**config.mk**
```make
export PLATFORM = sky130hd
export DESIGN_NAME = mctp_tx_packetizer_core
export DESIGN_NICKNAME = d
export VERILOG_FILES = /design/src/sv/mtp_pkg.sv /design/src/sv/mctp_tx_packetizer_core.sv /design/src/sv/mtp_apb_regs.sv /design/src/sv/mtp_framer.sv
export VERILOG_INCLUDE_DIRS = /design/src /design/src/sv
export SDC_FILE = /design/constraint.sdc
export NUM_CORES = 1
export LEC_CHECK = 0
export BUFFER_PORTS_ARGS = -buffer_cell sky130_fd_sc_hd__buf_2
export CORE_MARGIN = 10
export CORE_UTILIZATION = 40
export DETAILED_ROUTE_END_ITERATION = 10
export SLEW_MARGIN = 20
export SYNTH_ARGS = -nofsm -noshare
export SYNTH_HDL_FRONTEND = slang
export SYNTH_SLANG_ARGS = --single-unit
```
**constraint.sdc**
```tcl
create_clock -name clk -period 8.6 [get_ports clk]
set_input_delay 0.86 -clock clk [delete_from_list [all_inputs] [get_ports clk]]
set_output_delay 0.86 -clock clk [all_outputs]
set_load 0.005 [all_outputs]
```
**src/sv/mctp_tx_packetizer_core_defines.svh**
```systemverilog
// Assertion macros for the packetizer RTL; only the framer uses them.
// Each check samples on the rising edge of clk and is disabled during reset.
`ifndef MCTP_TX_PACKETIZER_CORE_DEFINES_SVH
`define MCTP_TX_PACKETIZER_CORE_DEFINES_SVH

`ifndef NO_ASSERTIONS
`define MTP_ASSERT(lbl, prop, msg) \
    lbl: assert property (@(posedge clk) disable iff (!rst_n) prop) else $error(msg);
`define MTP_ASSERT_IMPL(lbl, ante, cons, msg) \
    `MTP_ASSERT(lbl, (ante) |-> (cons), msg)
`else
`define MTP_ASSERT(lbl, prop, msg)
`define MTP_ASSERT_IMPL(lbl, ante, cons, msg)
`endif

`endif

```
**src/sv/mtp_pkg.sv**
```systemverilog
`timescale 1ns / 1ps

package mtp_pkg;

    localparam int HEADER_BYTES = 4;
    localparam int PHASE_W      = $clog2(HEADER_BYTES + 1);

    localparam logic [1:0] SEQ_FIELD_MASK = 2'b11;
    localparam logic [2:0] TAG_FIELD_MASK = 3'b111;
    localparam logic [7:0] HDR_VERSION    = 8'h01;

    localparam logic [7:0] LOCAL_EID_RESET   = 8'd8;
    localparam logic [7:0] MAX_PAYLOAD_RESET = 8'd64;

    // Register indexes, taken from paddr[2].
    localparam logic REG_LOCAL_EID   = 1'b0;
    localparam logic REG_MAX_PAYLOAD = 1'b1;

    // Header byte positions within a packet.
    localparam logic [PHASE_W-1:0] HDR_IDX_VER   = PHASE_W'(0);
    localparam logic [PHASE_W-1:0] HDR_IDX_DEST  = PHASE_W'(1);
    localparam logic [PHASE_W-1:0] HDR_IDX_SRC   = PHASE_W'(2);
    localparam logic [PHASE_W-1:0] HDR_IDX_FLAGS = PHASE_W'(3);
    localparam logic [PHASE_W-1:0] HDR_IDX_DATA  = PHASE_W'(HEADER_BYTES);

    typedef struct packed {
        logic [7:0] local_eid;
        logic [7:0] max_payload;
    } cfg_t;

    typedef struct packed {
        logic        msg_start;
        logic [15:0] msg_len;
        logic [7:0]  dest_eid;
        logic        is_request;
        logic [2:0]  given_tag;
        logic        bridge;
        logic [7:0]  data;
    } item_t;

    typedef struct packed {
        logic [7:0] out_byte;
        logic       packet_end;
        logic       message_end;
        logic       run_end;
    } result_t;

endpackage

```
**src/sv/mctp_tx_packetizer_core.sv**
```systemverilog
`timescale 1ns / 1ps
// The first result of an item passes the framer's input register, then the output register;
// a payload byte that opens a packet follows its four header bytes.
// Throughput: one item per cycle unless the output stalls; an item that opens a packet
// occupies the framer through its four header bytes and the payload byte, stalling input.
// The output register refills in the cycle it is taken; ready results go at one per cycle.
// Reset (rst_n low, asynchronous) empties both stages, clears the message state and
// restores local_eid to 8 and max_payload to 64.

module mctp_tx_packetizer_core
(
    input  logic        clk,
    input  logic        rst_n,
    input  logic        psel,
    input  logic        penable,
    input  logic        pwrite,
    input  logic [2:0]  paddr,
    input  logic [31:0] pwdata,
    output logic [31:0] prdata,
    output logic        pready,
    input  logic        s_tvalid,
    output logic        s_tready,
    // From bit 0: msg_len[15:0], dest_eid[7:0], is_request, given_tag[2:0], bridge,
    // data[7:0], zero fill.
    input  logic [39:0] s_tdata,
    // Bit 0: msg_start.
    input  logic        s_tuser,
    output logic        m_tvalid,
    input  logic        m_tready,
    // Bits 7:0: out_byte.
    output logic [7:0]  m_tdata,
    output logic        m_tlast,
    // Bit 0: message_end, bit 1: run_end.
    output logic [1:0]  m_tuser
);
    import mtp_pkg::*;

    cfg_t    cfg;
    item_t   in_item;
    result_t res;
    result_t out_res_reg;
    logic    res_valid;
    logic    out_valid_reg;
    logic    load_ok;

    assign in_item.msg_start  = s_tuser;
    assign in_item.msg_len    = s_tdata[15:0];
    assign in_item.dest_eid   = s_tdata[23:16];
    assign in_item.is_request = s_tdata[24];
    assign in_item.given_tag  = s_tdata[27:25];
    assign in_item.bridge     = s_tdata[28];
    assign in_item.data       = s_tdata[36:29];

    mtp_apb_regs u_regs
    (
        .clk     (clk),
        .rst_n   (rst_n),
        .psel    (psel),
        .penable (penable),
        .pwrite  (pwrite),
        .paddr   (paddr),
        .pwdata  (pwdata),
        .prdata  (prdata),
        .pready  (pready),
        .cfg     (cfg)
    );

    assign load_ok = !out_valid_reg || m_tready;

    mtp_framer u_framer
    (
        .clk       (clk),
        .rst_n     (rst_n),
        .cfg       (cfg),
        .in_valid  (s_tvalid),
        .in_item   (in_item),
        .in_ready  (s_tready),
        .res_ready (load_ok),
        .res_valid (res_valid),
        .res       (res)
    );

    always_ff @(posedge clk or negedge rst_n)
    begin
        if (!rst_n)
        begin
            out_valid_reg <= 1'b0;
        end
        else if (load_ok)
        begin
            out_valid_reg <= res_valid;
        end
    end

    always_ff @(posedge clk)
    begin
        if (load_ok && res_valid)
        begin
            out_res_reg <= res;
        end
    end

    assign m_tvalid = out_valid_reg;
    assign m_tdata  = out_res_reg.out_byte;
    assign m_tlast  = out_res_reg.packet_end;
    assign m_tuser  = {out_res_reg.run_end, out_res_reg.message_end};

endmodule

```
**src/sv/mtp_apb_regs.sv**
```systemverilog
`timescale 1ns / 1ps

module mtp_apb_regs
(
    input  logic         clk,
    input  logic         rst_n,
    input  logic         psel,
    input  logic         penable,
    input  logic         pwrite,
    input  logic [2:0]   paddr,
    input  logic [31:0]  pwdata,
    output logic [31:0]  prdata,
    output logic         pready,
    output mtp_pkg::cfg_t cfg
);
    import mtp_pkg::*;

    cfg_t cfg_reg;
    logic wr_en;

    assign pready = 1'b1;
    assign wr_en  = psel && penable && pwrite && pready;
    assign cfg    = cfg_reg;

    always_ff @(posedge clk or negedge rst_n)
    begin
        if (!rst_n)
        begin
            cfg_reg.local_eid   <= LOCAL_EID_RESET;
            cfg_reg.max_payload <= MAX_PAYLOAD_RESET;
        end
        else if (wr_en)
        begin
            unique case (paddr[2])
                REG_LOCAL_EID:   cfg_reg.local_eid   <= pwdata[7:0];
                REG_MAX_PAYLOAD: cfg_reg.max_payload <= pwdata[7:0];
                default:         cfg_reg.local_eid   <= cfg_reg.local_eid;
            endcase
        end
    end

    always_comb
    begin
        unique case (paddr[2])
            REG_LOCAL_EID:   prdata = {24'd0, cfg_reg.local_eid};
            REG_MAX_PAYLOAD: prdata = {24'd0, cfg_reg.max_payload};
            default:         prdata = 32'd0;
        endcase
    end

endmodule

```
**src/sv/mtp_framer.sv**
```systemverilog
`timescale 1ns / 1ps
`include "mctp_tx_packetizer_core_defines.svh"

module mtp_framer
(
    input  logic            clk,
    input  logic            rst_n,
    input  mtp_pkg::cfg_t   cfg,
    input  logic            in_valid,
    input  mtp_pkg::item_t  in_item,
    output logic            in_ready,
    input  logic            res_ready,
    output logic            res_valid,
    output mtp_pkg::result_t res
);
    import mtp_pkg::*;

    logic                in_valid_reg;
    item_t               item_reg;
    logic [PHASE_W-1:0]  phase_reg, phase_next;

    logic [15:0] bytes_left_reg,   bytes_left_next;
    logic [7:0]  packet_fill_reg,  packet_fill_next;
    logic [1:0]  packet_seq_reg,   packet_seq_next;
    logic [2:0]  owned_tag_reg,    owned_tag_next;
    logic [7:0]  held_dest_reg,    held_dest_next;
    logic        held_owner_reg,   held_owner_next;
    logic [2:0]  held_tag_reg,     held_tag_next;
    logic        held_bridge_reg,  held_bridge_next;
    logic        first_packet_reg, first_packet_next;

    // State as seen by the held item, with a message start applied.
    logic [15:0] eff_left;
    logic [7:0]  eff_fill;
    logic [1:0]  eff_seq;
    logic [7:0]  eff_dest;
    logic        eff_owner;
    logic [2:0]  eff_tag;
    logic        eff_bridge;
    logic        eff_first;

    logic [7:0]  limit;
    logic [8:0]  new_fill;
    logic        drop;
    logic        need_hdr;
    logic        final_res;
    logic        emit;
    logic        item_done;
    logic        mend;
    logic        pend;
    logic        eom;
    logic [2:0]  hdr_tag;
    logic [7:0]  flags;

    always_comb
    begin
        if (item_reg.msg_start)
        begin
            eff_left   = item_reg.msg_len;
            eff_fill   = 8'd0;
            eff_seq    = 2'd0;
            eff_dest   = item_reg.dest_eid;
            eff_owner  = item_reg.is_request;
            eff_tag    = item_reg.given_tag & TAG_FIELD_MASK;
            eff_bridge = item_reg.bridge;
            eff_first  = 1'b1;
        end
        else
        begin
            eff_left   = bytes_left_reg;
            eff_fill   = packet_fill_reg;
            eff_seq    = packet_seq_reg;
            eff_dest   = held_dest_reg;
            eff_owner  = held_owner_reg;
            eff_tag    = held_tag_reg;
            eff_bridge = held_bridge_reg;
            eff_first  = first_packet_reg;
        end
    end

    assign limit     = (cfg.max_payload == 8'd0) ? 8'd1 : cfg.max_payload;
    assign new_fill  = {1'b0, eff_fill} + 9'd1;
    assign drop      = in_valid_reg && (eff_left == 16'd0);
    assign need_hdr  = !eff_bridge && (eff_fill == 8'd0);
    assign final_res = !need_hdr || (phase_reg == HDR_IDX_DATA);
    assign emit      = in_valid_reg && !drop && res_ready;
    assign item_done = drop || (emit && final_res);
    assign in_ready  = !in_valid_reg || item_done;

    assign mend    = (eff_left == 16'd1);
    assign pend    = eff_bridge ? mend : (mend || (new_fill >= {1'b0, limit}));
    assign eom     = (eff_left <= {8'd0, limit});
    assign hdr_tag = eff_owner ? (owned_tag_reg & TAG_FIELD_MASK) : eff_tag;
    assign flags   = {eff_first, eom, eff_seq & SEQ_FIELD_MASK, eff_owner, hdr_tag};

    always_comb
    begin
        res_valid       = emit;
        res.packet_end  = 1'b0;
        res.message_end = 1'b0;
        res.run_end     = final_res;
        if (!need_hdr)
        begin
            res.out_byte = item_reg.data;
        end
        else
        begin
            case (phase_reg)
                HDR_IDX_VER:   res.out_byte = HDR_VERSION;
                HDR_IDX_DEST:  res.out_byte = eff_dest;
                HDR_IDX_SRC:   res.out_byte = cfg.local_eid;
                HDR_IDX_FLAGS: res.out_byte = flags;
                default:       res.out_byte = item_reg.data;
            endcase
        end
        if (final_res)
        begin
            res.packet_end  = pend;
            res.message_end = mend;
        end
    end

    always_comb
    begin
        phase_next        = phase_reg;
        bytes_left_next   = bytes_left_reg;
        packet_fill_next  = packet_fill_reg;
        packet_seq_next   = packet_seq_reg;
        owned_tag_next    = owned_tag_reg;
        held_dest_next    = held_dest_reg;
        held_owner_next   = held_owner_reg;
        held_tag_next     = held_tag_reg;
        held_bridge_next  = held_bridge_reg;
        first_packet_next = first_packet_reg;

        if (item_done)
        begin
            phase_next        = '0;
            bytes_left_next   = eff_left;
            packet_fill_next  = eff_fill;
            packet_seq_next   = eff_seq;
            held_dest_next    = eff_dest;
            held_owner_next   = eff_owner;
            held_tag_next     = eff_tag;
            held_bridge_next  = eff_bridge;
            first_packet_next = eff_first;
            if (!drop)
            begin
                bytes_left_next = eff_left - 16'd1;
                if (!eff_bridge)
                begin
                    if (mend)
                    begin
                        packet_fill_next  = 8'd0;
                        packet_seq_next   = 2'd0;
                        first_packet_next = 1'b1;
                        if (eff_owner)
                        begin
                            owned_tag_next = (owned_tag_reg + 3'd1) & TAG_FIELD_MASK;
                        end
                    end
                    else if (pend)
                    begin
                        packet_fill_next  = 8'd0;
                        packet_seq_next   = (eff_seq + 2'd1) & SEQ_FIELD_MASK;
                        first_packet_next = 1'b0;
                    end
                    else
                    begin
                        packet_fill_next = new_fill[7:0];
                    end
                end
            end
        end
        else if (emit)
        begin
            phase_next = phase_reg + PHASE_W'(1);
        end
    end

    always_ff @(posedge clk or negedge rst_n)
    begin
        if (!rst_n)
        begin
            in_valid_reg     <= 1'b0;
            phase_reg        <= '0;
            bytes_left_reg   <= 16'd0;
            packet_fill_reg  <= 8'd0;
            packet_seq_reg   <= 2'd0;
            owned_tag_reg    <= 3'd0;
            held_dest_reg    <= 8'd0;
            held_owner_reg   <= 1'b0;
            held_tag_reg     <= 3'd0;
            held_bridge_reg  <= 1'b0;
            first_packet_reg <= 1'b1;
        end
        else
        begin
            if (in_valid && in_ready)
            begin
                in_valid_reg <= 1'b1;
            end
            else if (item_done)
            begin
                in_valid_reg <= 1'b0;
            end
            phase_reg        <= phase_next;
            bytes_left_reg   <= bytes_left_next;
            packet_fill_reg  <= packet_fill_next;
            packet_seq_reg   <= packet_seq_next;
            owned_tag_reg    <= owned_tag_next;
            held_dest_reg    <= held_dest_next;
            held_owner_reg   <= held_owner_next;
            held_tag_reg     <= held_tag_next;
            held_bridge_reg  <= held_bridge_next;
            first_packet_reg <= first_packet_next;
        end
    end

    always_ff @(posedge clk)
    begin
        if (in_valid && in_ready)
        begin
            item_reg <= in_item;
        end
    end

    `MTP_ASSERT_IMPL(a_phase_needs_item, phase_reg != '0, in_valid_reg,
                     "header phase without item")
    `MTP_ASSERT(a_phase_range, phase_reg <= HDR_IDX_DATA, "header phase out of range")
    `MTP_ASSERT_IMPL(a_mid_message_left, !first_packet_reg, bytes_left_reg != 16'd0,
                     "continuation packet with no bytes left")
    `MTP_ASSERT_IMPL(a_tag_advance, owned_tag_reg != $past(owned_tag_reg),
                     $past(emit && mend && eff_owner),
                     "owned tag moved without a request ending")

endmodule

```
# After elaboration in Yosys (flattened, before gate mapping)
# Index checks and enable logic that the tools add are counted.
# totals
output_inout_bits	46
inputBits	83
latch_bits	0
ram_bits	0
mem_bits_ro	0
reg_bits	113
n_memories	0
# op_classes
add_sub_neg	5
order_cmp	2
eq_ne	5
mux	31
n_div	0
n_reduce_logical	28
bitwise	3
mul	0
shift	0
# ops
cell	count
$mux 8	8
$pmux 32 s2	1
$mux 16	2
$pmux 8 s4	1
$eq 16x1->1 const B	1
$le 16x8->1	1
$logic_not 16->1	1
$logic_not 8->1	2
$sub 16x1->16 const B	1
$mux 3	4
$mux 1	10
$mux 2	5
$add 8x1->9 const B	1
$ge 9x8->1	1
$logic_and 1x1->1	9
$add 3x1->3 const B	2
$eq 3x2->1 const B	2
$logic_not 1->1	5
$logic_or 1x1->1	5
$reduce_and 5->1	1
$reduce_and 2->1	2
$reduce_bool 2->1	2
$eq 3x1->1 const B	1
$eq 3x3->1 const B	1
other kinds (3)	5

# Logic depth before layout (Yosys ltp)
# Gate-level depths: netlist of run 1.
# logic_depth
word_depth	11
ltp_mapped	18

# Hierarchy
# A second synthesis of run 1 with hierarchy kept.
# hier_totals
cells_unflattened	551
hier_area_um2	6294.8
# modules_own_cells
module	cells_each	seq_area_each_um2	instances	area_per_inst_um2
mtp_framer	466	2318.5	1	4986.0
mtp_apb_regs	70	402.9	1	924.6
mctp_tx_packetizer_core	15	355.3	1	384.1

# Worst setup path after synthesis of run 1
# OpenSTA, ideal clock, no wires.
# synth_path
kind	register to register
startpoint	register u_framer.item_reg[37] (netlist bit)
endpoint	register u_framer.packet_seq_reg[1]
period_less_slack_ns	3.771
slack_ns	4.829
arrival_ns	3.647
path_buffers	3
setup_time_ns	0.125
stages_incl_launch_ff	19
path_cell_list	edfxtp_1 > buf_2 > inv_1 > buf_2 > clkbuf_1 > nand2_1 > inv_1 > ha_1 > and3_1 > and4_1 > mux2i_1 > ha_1 > nand3_1 > o211ai_1 > a41oi_1 > o31ai_4 > a21oi_2 > nor3_2 > mux2_2
# synth_via
elab_chain_len	9
word_cells_on_any_way	26
# synth_rtl
item	line	rtl
from (decl)	mtp_framer.sv:19	item_t item_reg;
from (signal assigned)	mtp_framer.sv:224	item_reg <= in_item;
$mux 8	mtp_framer.sv:57	if (item_reg.msg_start)
$add 8x1->9	mtp_framer.sv:82	assign new_fill = {1'b0, eff_fill} + 9'd1;
$ge 9x8->1	mtp_framer.sv:91	assign pend = eff_bridge ? mend : (mend || (new_fill >= {1'b0, limit}));
$logic_or 1x1->1	mtp_framer.sv:91	
$mux 1	mtp_framer.sv:91	
$mux 2	mtp_framer.sv:162	else if (pend)
$mux 2	mtp_framer.sv:152	if (mend)
$mux 2	mtp_framer.sv:150	if (!eff_bridge)
$mux 2	mtp_framer.sv:147	if (!drop)
to (signal assigned)	mtp_framer.sv:210	packet_seq_reg <= packet_seq_next;
to (decl)	mtp_framer.sv:24	logic [1:0] packet_seq_reg, packet_seq_next;
# Several ways; a longest one is shown, not always the timed one.
# A chain may end at the register's enable or synchronous reset.

# Worst setup path in the final report of run 1
# Ends and elaborated chain as after synthesis.

==> results of run 1 <==
==> logic make-up (layout without fill, tap and decap cells) <==
family | Yosys count | in the layout
simple gates | 197 | 197
compound gates | 113 | 113
flops | 113 | 113
buf+inv | 68 | 129
mux | 51 | 51
fa+ha+maj | 27 | 27
xor+xnor | 19 | 19
other cells | 2 | 25
==> power groups by stage <==
| stage | clock, mW | combinational, mW | sequential [mW] |
|---|---|---|---|
| 2_1_floorplan | 0 | 0.490 | 0.828 |
| 3_3_place_gp | 0 | 0.645 | 0.852 |
| 3_5_place_dp | 0 | 0.662 | 0.858 |
| 4_1_cts | 0.735 | 0.667 | 0.851 |
| 5_1_grt | 0.761 | 0.749 | 0.874 |
| 6_report | 0.722 | 0.661 | 0.853 |
==> layout make-up <==
type                            count  share of cell area (%)
Timing Repair Buffer               78                    5.42
Inverter                           19                   0.966
Clock inverter                     12                    2.15
Tap cell                          211                    3.58
Sequential cell                   113                    41.7
Clock buffer                       20                    6.19
Multi-Input combinational cell    432                    40.0
==> placed cells by master (no fill, tap or decap), drive strengths merged, types with 6 or more instances in the layout <==
cell type	netlist	routed
o211ai	7	7
nor2b	12	12
ha	25	25
o31ai	8	8
a21oi	35	35
mux2i	10	10
nor2	29	29
dfrtp	61	61
inv	19	19
edfxtp	49	49
conb	2	25
nand4	7	7
and2	6	6
nor3	16	16
o21ai	28	28
xnor2	10	10
mux2	41	41
nor4	8	8
clkbuf	8	20
xor2	9	9
buf	41	78
nand3	17	17
nand2	74	74
==> critical path, delay by kind of cell, from the launching register on <==
kind | cells | cell delay, ps
DFF | 1 | 310
adders and majority gates | 2 | 570
buffers and inverters | 3 | 1180
and+or+nand+nor | 5 | 990
muxes | 2 | 490
AOI/OAI and AO/OA | 2 | 690
==> through the flow <==
| step | power [mW] | std cells | hold WS [ps] | util, % |
|---|---|---|---|---|
| floorplan | 1.32 | 613 | 435 | - |
| detailed placement | 1.52 | 853 | 455 | 44.2 |
| CTS | 2.25 | 885 | 469 | 48.2 |
| global placement | 1.50 | 853 | 450 | 44.2 |
| finish | 2.24 | 885 | 465 | 48.2 |
| global route | 2.38 | 885 | 491 | 48.2 |
==> routing by layer <==
| metal | vias to the layer above | track usage (%) | part of all wire [%] |
|---|---|---|---|
| met5 | - | 0 | 0 |
| met4 | 0 | 5.16 | 1.4 |
| met3 | 14 | 4.35 | 4.9 |
| met2 | 111 | 23.2 | 48 |
| met1 | 2258 | 18.4 | 45 |
| li1 | 2244 | - | - |
==> worst min path at each step <==
| stage | to | cells after the start | startpoint | slack, ps |
|---|---|---|---|---|
| finish | u_framer.held_tag_reg[0]$_DFFE_PN0P_ | 2 | u_framer.held_tag_reg[0]$_DFFE_PN0P_ | 470 |
| global route | u_framer.held_tag_reg[0]$_DFFE_PN0P_ | 2 | u_framer.held_tag_reg[0]$_DFFE_PN0P_ | 490 |
| CTS | u_framer.held_tag_reg[0]$_DFFE_PN0P_ | 2 | u_framer.held_tag_reg[0]$_DFFE_PN0P_ | 470 |
| detailed placement | u_framer.held_tag_reg[0]$_DFFE_PN0P_ | 2 | u_framer.held_tag_reg[0]$_DFFE_PN0P_ | 450 |
| global placement | u_framer.held_dest_reg[1]$_DFFE_PN0P_ | 2 | u_framer.item_reg[14]$_DFFE_PP_ | 450 |
| floorplan | u_framer.held_dest_reg[0]$_DFFE_PN0P_ | 2 | u_framer.item_reg[13]$_DFFE_PP_ | 430 |
==> parameters.txt, run 1 <==
Parameter                              Value

Clock tree
  CTS-repair resized insts ... 0
  Clock tree from TritonCTS ... built
  Buffers inserted by post-CTS timing repair ... 0
  Number of sinks handled by clock tree synthesis ... 113
  Total clock buffers created by CTS ... 17
  Clock root buffer ... clkbuf_16
  Register clock-pin slew on the reported worst setup and hold paths ... 60 ps
  Maximum buffer depth of the clock tree ... 2
  Worst-skew pair later-pin latency ... 420 ps
  Hold_buf cts ... 0
  CTS H-tree lvls ... 4

Critical path
  Worst setup endpoint ... u_framer.packet_seq_reg[1]$_DFFE_PN0P_
  CP startpoint ... u_framer.item_reg[37]$_DFFE_PP_
  Data required time at the worst endpoint ... 8910 ps
  Reg-to-reg endpoint ... u_framer.packet_seq_reg[1]$_DFFE_PN0P_
  Cell breakdown of the critical path ... buf_4 -> inv_1 -> nand2_1 -> inv_1 -> ha_1 -> and3_1 -> and4_1 -> mux2i_1 -> ha_1 -> nand3_1 -> o31ai_4 -> a21oi_2 -> nor3_2 -> mux2_2
  Register-to-Register Path Depth ... 14
  Critical path start-end classification ... flip-flop to flip-flop
  R2R Setup Slk ... 4210 ps
  Slowest cell delay on critical path ... 540 ps
  CP max FO ... 60
  Data arrival time of the critical path ... 4700 ps
  Endpoint kind of the worst setup timing path ... flip-flop
  Crit-path slowest cell ... buf_4
  Worst reg2reg path startpoint ... u_framer.item_reg[37]$_DFFE_PP_
  Startpoint kind of the worst setup timing path ... flip-flop

Timing
  Rel. slew slack ... 34.3%
  Actual transition at the worst max-transition pin ... 979 ps
  Setup total negative slack ... 0 ps
  Portion of the clock cycle consumed by the worst path in the final layout ... 51.1%
  Unrepaired setup endpoints after global routing ... no
  # setup viols final ... 0
  Number of endpoints with negative hold slack in the final report ... 0
  Achievable frequency ... 228 MHz
  Min Tclk post-route ... 4390 ps
  Worst clock skew ... 8.25 ps
  Worst-case setup margin in the final layout ... 4210 ps
  Final Slew Violations ... 0

Pwr
  Peak VDD IR ... 145 µV
  PD cells ... 303 mW/mm²
  Static power due to leakage ... 3.11 nW
  Sw Ratio ... 34.2%
  Clock power share ... 32.3%
  Flop pwr share ... 38.2%
  Net switching power of the design ... 0.764 mW
  Internal power consumption ... 1.47 mW
  Gate power share ... 29.5%

Global routing
  Global-route wire length before repair ... 25.1 mm
  Via count of the first global-routing pass ... 4,751
  Overall Global Routing Usage ... 14.6%
  Largest net degree at the start of global routing ... 65
  Antenna violations before repair ... 0
  Global route overflow ... 0

Placement
  GP Congestion ... 0.873
  Port Buffers ... 74
  Pre-CTS worst setup slack ... 4250 ps
  Cell Area, Placed ... 0.00677 mm²
  Dpl hpwl ... 11.1 mm

Drt
  Routed via count divided by cell count ... 5.23
  Total Wirelength ... 15.4 mm
  DRC violation total after the first TritonRoute iteration ... 332
  Remaining design rule violation count ... 0
  Total via count after detailed routing ... 4,627
  WL per Instance ... 17.4 µm
  Number of routed nets with antenna violations ... 0
  Initial DRT Pass Iterations ... 4

Floorplanning
  Std-Cell Core Area ... 0.0153 mm²
  Top-Level Pins ... 129
  Chip height ... 146 µm
  Number of standard-cell rows in the floorplan ... 45
  Total Die Area ... 0.0212 mm²
  Chip Width ... 146 µm
  Initial core utilization ... 41.2%

Cells and area
  Number of fill cells in the layout ... 1,392
  Ant diodes ... 0
  # nets final ... 769
  Register area ... 0.00308 mm²
  Area occupied by multi-input gates ... 0.00295 mm²
  Post-route cell area ... 0.00738 mm²
  Share of cells above drive strength 1 ... 26.1%
  Max reg flops ... 38
  Relative area change from synthesis to final layout ... 16.9%

Synthesis
  #FFs+latches synth ... 113
  Most frequent cell after synthesis ... nand2_1
  Leading post-synthesis cells by instance count ... nand2_1 (73), dfrtp_1 (61), edfxtp_1 (49)
  Syn. warnings ... 0
  Dominant combinational cell family by area after synthesis ... simple AND/OR/NAND/NOR gates
  Area share of the leading cell type in the synthesized netlist ... 24.2%
  Primary FF master, synth ... dfrtp_1
  Multiplexer area fraction after synthesis ... 8.89%
  Post-synthesis average cell area ... 10.7 µm²
  Async SR Flop Fraction ... 56.6%
  Largest cells by area after synthesis ... dfrtp_1 (24%), edfxtp_1 (23%), mux2_2 (7.1%)
  Number of enable flip-flop cells after synthesis ... 49
  Instance count of the mapped netlist ... 590
  Simple-gate share of the synthesized area ... 16.6%
  Count of cell types in the netlist ... 73
  Portion of the post-synthesis area used by sequential elements ... 48.7%
  Library cell with the largest summed area after synthesis ... dfrtp_1
  Cell area after synthesis ... 0.00632 mm²
  Xor/xnor cell area share of the yosys netlist ... 2.63%
  Area share of fa/ha/maj cells after synthesis ... 5.29%
  Compound-Gate Fraction of Synth Area ... 11.8%

Run status
  Result of the run ... complete, no violations

Job
  Maximum capacitance violations ... 0

Min path
  Class of the worst hold path ... flip-flop to flip-flop
(Power assumes the default switching activity.)
==> run 2, diff against run 1 <==
==> constraint.sdc (replaced) <==
create_clock -name clk -period 4.2 [get_ports clk]
set_input_delay 0.42 -clock clk [delete_from_list [all_inputs] [get_ports clk]]
set_output_delay 0.42 -clock clk [all_outputs]
set_load 0.005 [all_outputs]
==> run 2 against run 1 <==
  * Via count increased by 1.5%
  * Fmax increased by 15%
  * Clock power increased by 110%
  * First-iteration DRC count decreased by 9.0%
  * Critical path depth decreased by 4
==> parameters.txt, run 2 (synthesized netlist as in run 1, its figures left out) <==
Parameter                              Value

Global routing
  Global route overflow ... 0 (unchanged)
  Overall Global Routing Usage ... 15.3% (+0.68 points)
  Largest net degree at the start of global routing ... 41 (-37%)
  GR peak layer ... met2
  GR Layer Usage met3 ... 4.72% (+0.37 points)
  Via count of the first global-routing pass ... 4,974 (+4.7%)
  Met2 usage ... 25.0% (+1.8 points)
  Antenna violations before repair ... 0 (unchanged)
  Global-route wire length before repair ... 26.1 mm (+4.3%)
  Met1 Track Usage GR ... 18.7% (+0.33 points)

Floorplanning
  Std-Cell Core Area ... 0.0153 mm² (unchanged)
  Chip height ... 146 µm (unchanged)
  Initial core utilization ... 41.2% (unchanged)
  Top-Level Pins ... 129 (unchanged)
  Number of standard-cell rows in the floorplan ... 45 (unchanged)
  Total Die Area ... 0.0212 mm² (unchanged)
  Chip Width ... 146 µm (unchanged)

Placement
  GP Congestion ... 0.862 (-1.2%)
  Dpl hpwl ... 11.7 mm (+5.8%)
  Pre-CTS worst setup slack ... 428 ps (-3820 ps)
  Port Buffers ... 74 (unchanged)

Cells and area
  Relative area change from synthesis to final layout ... 17.7%
  Share of cells above drive strength 1 ... 26.6% (+0.50 points)
  Most used cells in the layout excluding fill and tap cells ... buf_2 (74), nand2_1 (73), dfrtp_1 (61)
  Ant diodes ... 0 (unchanged)
  Most common cell after layout, fill and taps aside ... buf_2
  Max reg flops ... 38 (unchanged)
  # nets final ... 775 (+0.78%)

Critical path
  Cell breakdown of the critical path ... buf_4 -> buf_4 -> mux2i_1 -> buf_4 -> a32o_1 -> and3_1 -> o21ai_2 -> nand2_2 -> o22ai_1 -> a21oi_1
  Critical path start-end classification ... flip-flop to flip-flop
  Slowest cell delay on critical path ... 790 ps (+250 ps)
  Register-to-Register Path Depth ... 10 (-4)
  Data arrival time of the critical path ... 4110 ps (-590 ps)
  Crit-path slowest cell ... o21ai_2
  Data required time at the worst endpoint ... 4500 ps (-4410 ps)
  CP max FO ... 31 (-48%)
  Endpoint kind of the worst setup timing path ... flip-flop
  Startpoint kind of the worst setup timing path ... flip-flop
  Cell occurring most often along the worst timing path ... buf_4

Clock tree
  Hold_buf cts ... 0 (unchanged)
  Clock root buffer ... clkbuf_16
  Buffers inserted by post-CTS timing repair ... 0 (unchanged)
  Clock tree from TritonCTS ... built
  CTS-repair resized insts ... 0 (unchanged)
  Worst-skew pair later-pin latency ... 420 ps (about the same)
  CTS H-tree lvls ... 4 (unchanged)
  Register clock-pin slew on the reported worst setup and hold paths ... 60 ps (about the same)
  Maximum buffer depth of the clock tree ... 2 (unchanged)
  Total clock buffers created by CTS ... 17 (unchanged)
  Number of sinks handled by clock tree synthesis ... 113 (unchanged)

Timing
  Portion of the clock cycle consumed by the worst path in the final layout ... 90.8% (+40 points)
  Final Slew Violations ... 0 (unchanged)
  Worst Hold Slack ... 22.0 ps (-443 ps)
  # setup viols final ... 0 (unchanged)
  Achievable frequency ... 262 MHz (+15%)
  Rel. slew slack ... 33.9% (-0.40 points)
  Unrepaired setup endpoints after global routing ... no
  Min Tclk post-route ... 3820 ps (-576 ps)
  Setup total negative slack ... 0 ps (unchanged)
  Worst-case setup margin in the final layout ... 385 ps (-3820 ps)
  Number of endpoints with negative hold slack in the final report ... 0 (unchanged)
  Actual transition at the worst max-transition pin ... 991 ps (+12.6 ps)
  Worst clock skew ... 5.74 ps (-2.51 ps)

Drt
  Remaining design rule violation count ... 0 (unchanged)
  Number of routed nets with antenna violations ... 0 (unchanged)
  Total Wirelength ... 15.7 mm (+2.5%)
  WL per Instance ... 17.7 µm (+1.8%)
  Routed via count divided by cell count ... 5.27 (+0.79%)
  Initial DRT Pass Iterations ... 5 (+1)
  DRC violation total after the first TritonRoute iteration ... 302 (-9.0%)
  Total via count after detailed routing ... 4,695 (+1.5%)

Run status
  Result of the run ... complete, no violations

Pwr
  Static power due to leakage ... 3.16 nW (+1.5%)
  Overall power of the completed layout ... 4.65 mW (+110%)
  Peak VDD IR ... 322 µV (+120%)
  PD cells ... 626 mW/mm² (+110%)

Job
  Maximum capacitance violations ... 0 (unchanged)

Min path
  Class of the worst hold path ... primary input to async pin
run 2: final timing paths:
path	from	end	slack (ps)
max	u_framer.item_reg[37]$_DFFE_PP_	u_framer.bytes_left_reg[12]$_DFFE_PN0P_	380
min	rst_n	u_framer.bytes_left_reg[0]$_DFFE_PN0P_	20
max reg2reg	u_framer.item_reg[37]$_DFFE_PP_	u_framer.bytes_left_reg[12]$_DFFE_PN0P_	380
min reg2reg	u_framer.held_tag_reg[1]$_DFFE_PN0P_	u_framer.held_tag_reg[1]$_DFFE_PN0P_	470
max in group asynchronous	rst_n	u_regs.cfg[6]$_DFFE_PN1P_	3200
min in group clk	s_tdata[19]	u_framer.item_reg[16]$_DFFE_PP_	170
run 2: cell type report:
class                           count  area (µm²)
Timing Repair Buffer               84         445
Clock inverter                     14         189
Sequential cell                   113        3080
Tap cell                          211         264
Inverter                           19        71.3
Multi-Input combinational cell    432        2960
Fill cell                        1404        7880
Clock buffer                       18         429
run 2: routing by layer:
metal | wire (µm) | part of all wire [%]
met4 | 212 | 1.3
met5 | 0 | 0
met3 | 872 | 5.5
met1 | 7070 | 45
met2 | 7590 | 48
run 2: worst max-delay path, delay by kind of cell (launching register included):
| family | cells | cell delay [ps] |
|---|---|---|
| AOI/OAI and AO/OA | 4 | 1330 |
| buffers and inverters | 3 | 920 |
| DFF | 1 | 540 |
| muxes | 1 | 130 |
| and+or+nand+nor | 2 | 720 |
run 2: report_power, final:
| group | switching [mW] | total, mW | leakage (nW) | internal (mW) |
|---|---|---|---|---|
| combinational | 0.824 | 1.39 | 1.61 | 0.562 |
| sequential | 0.247 | 1.75 | 1.25 | 1.50 |
| clock | 0.525 | 1.51 | 0.299 | 0.989 |
| total | 1.60 | 4.65 | 3.16 | 3.06 |
run 2: stage by stage:
stage                     std cells  util [%]  instance area, µm²
after floorplan                 613         -                6400
final                           891      48.5                7430
after global routing            891      48.5                7430
after CTS                       891      48.5                7430
after global placement          859      44.5                6810
after detailed placement        859      44.5                6810
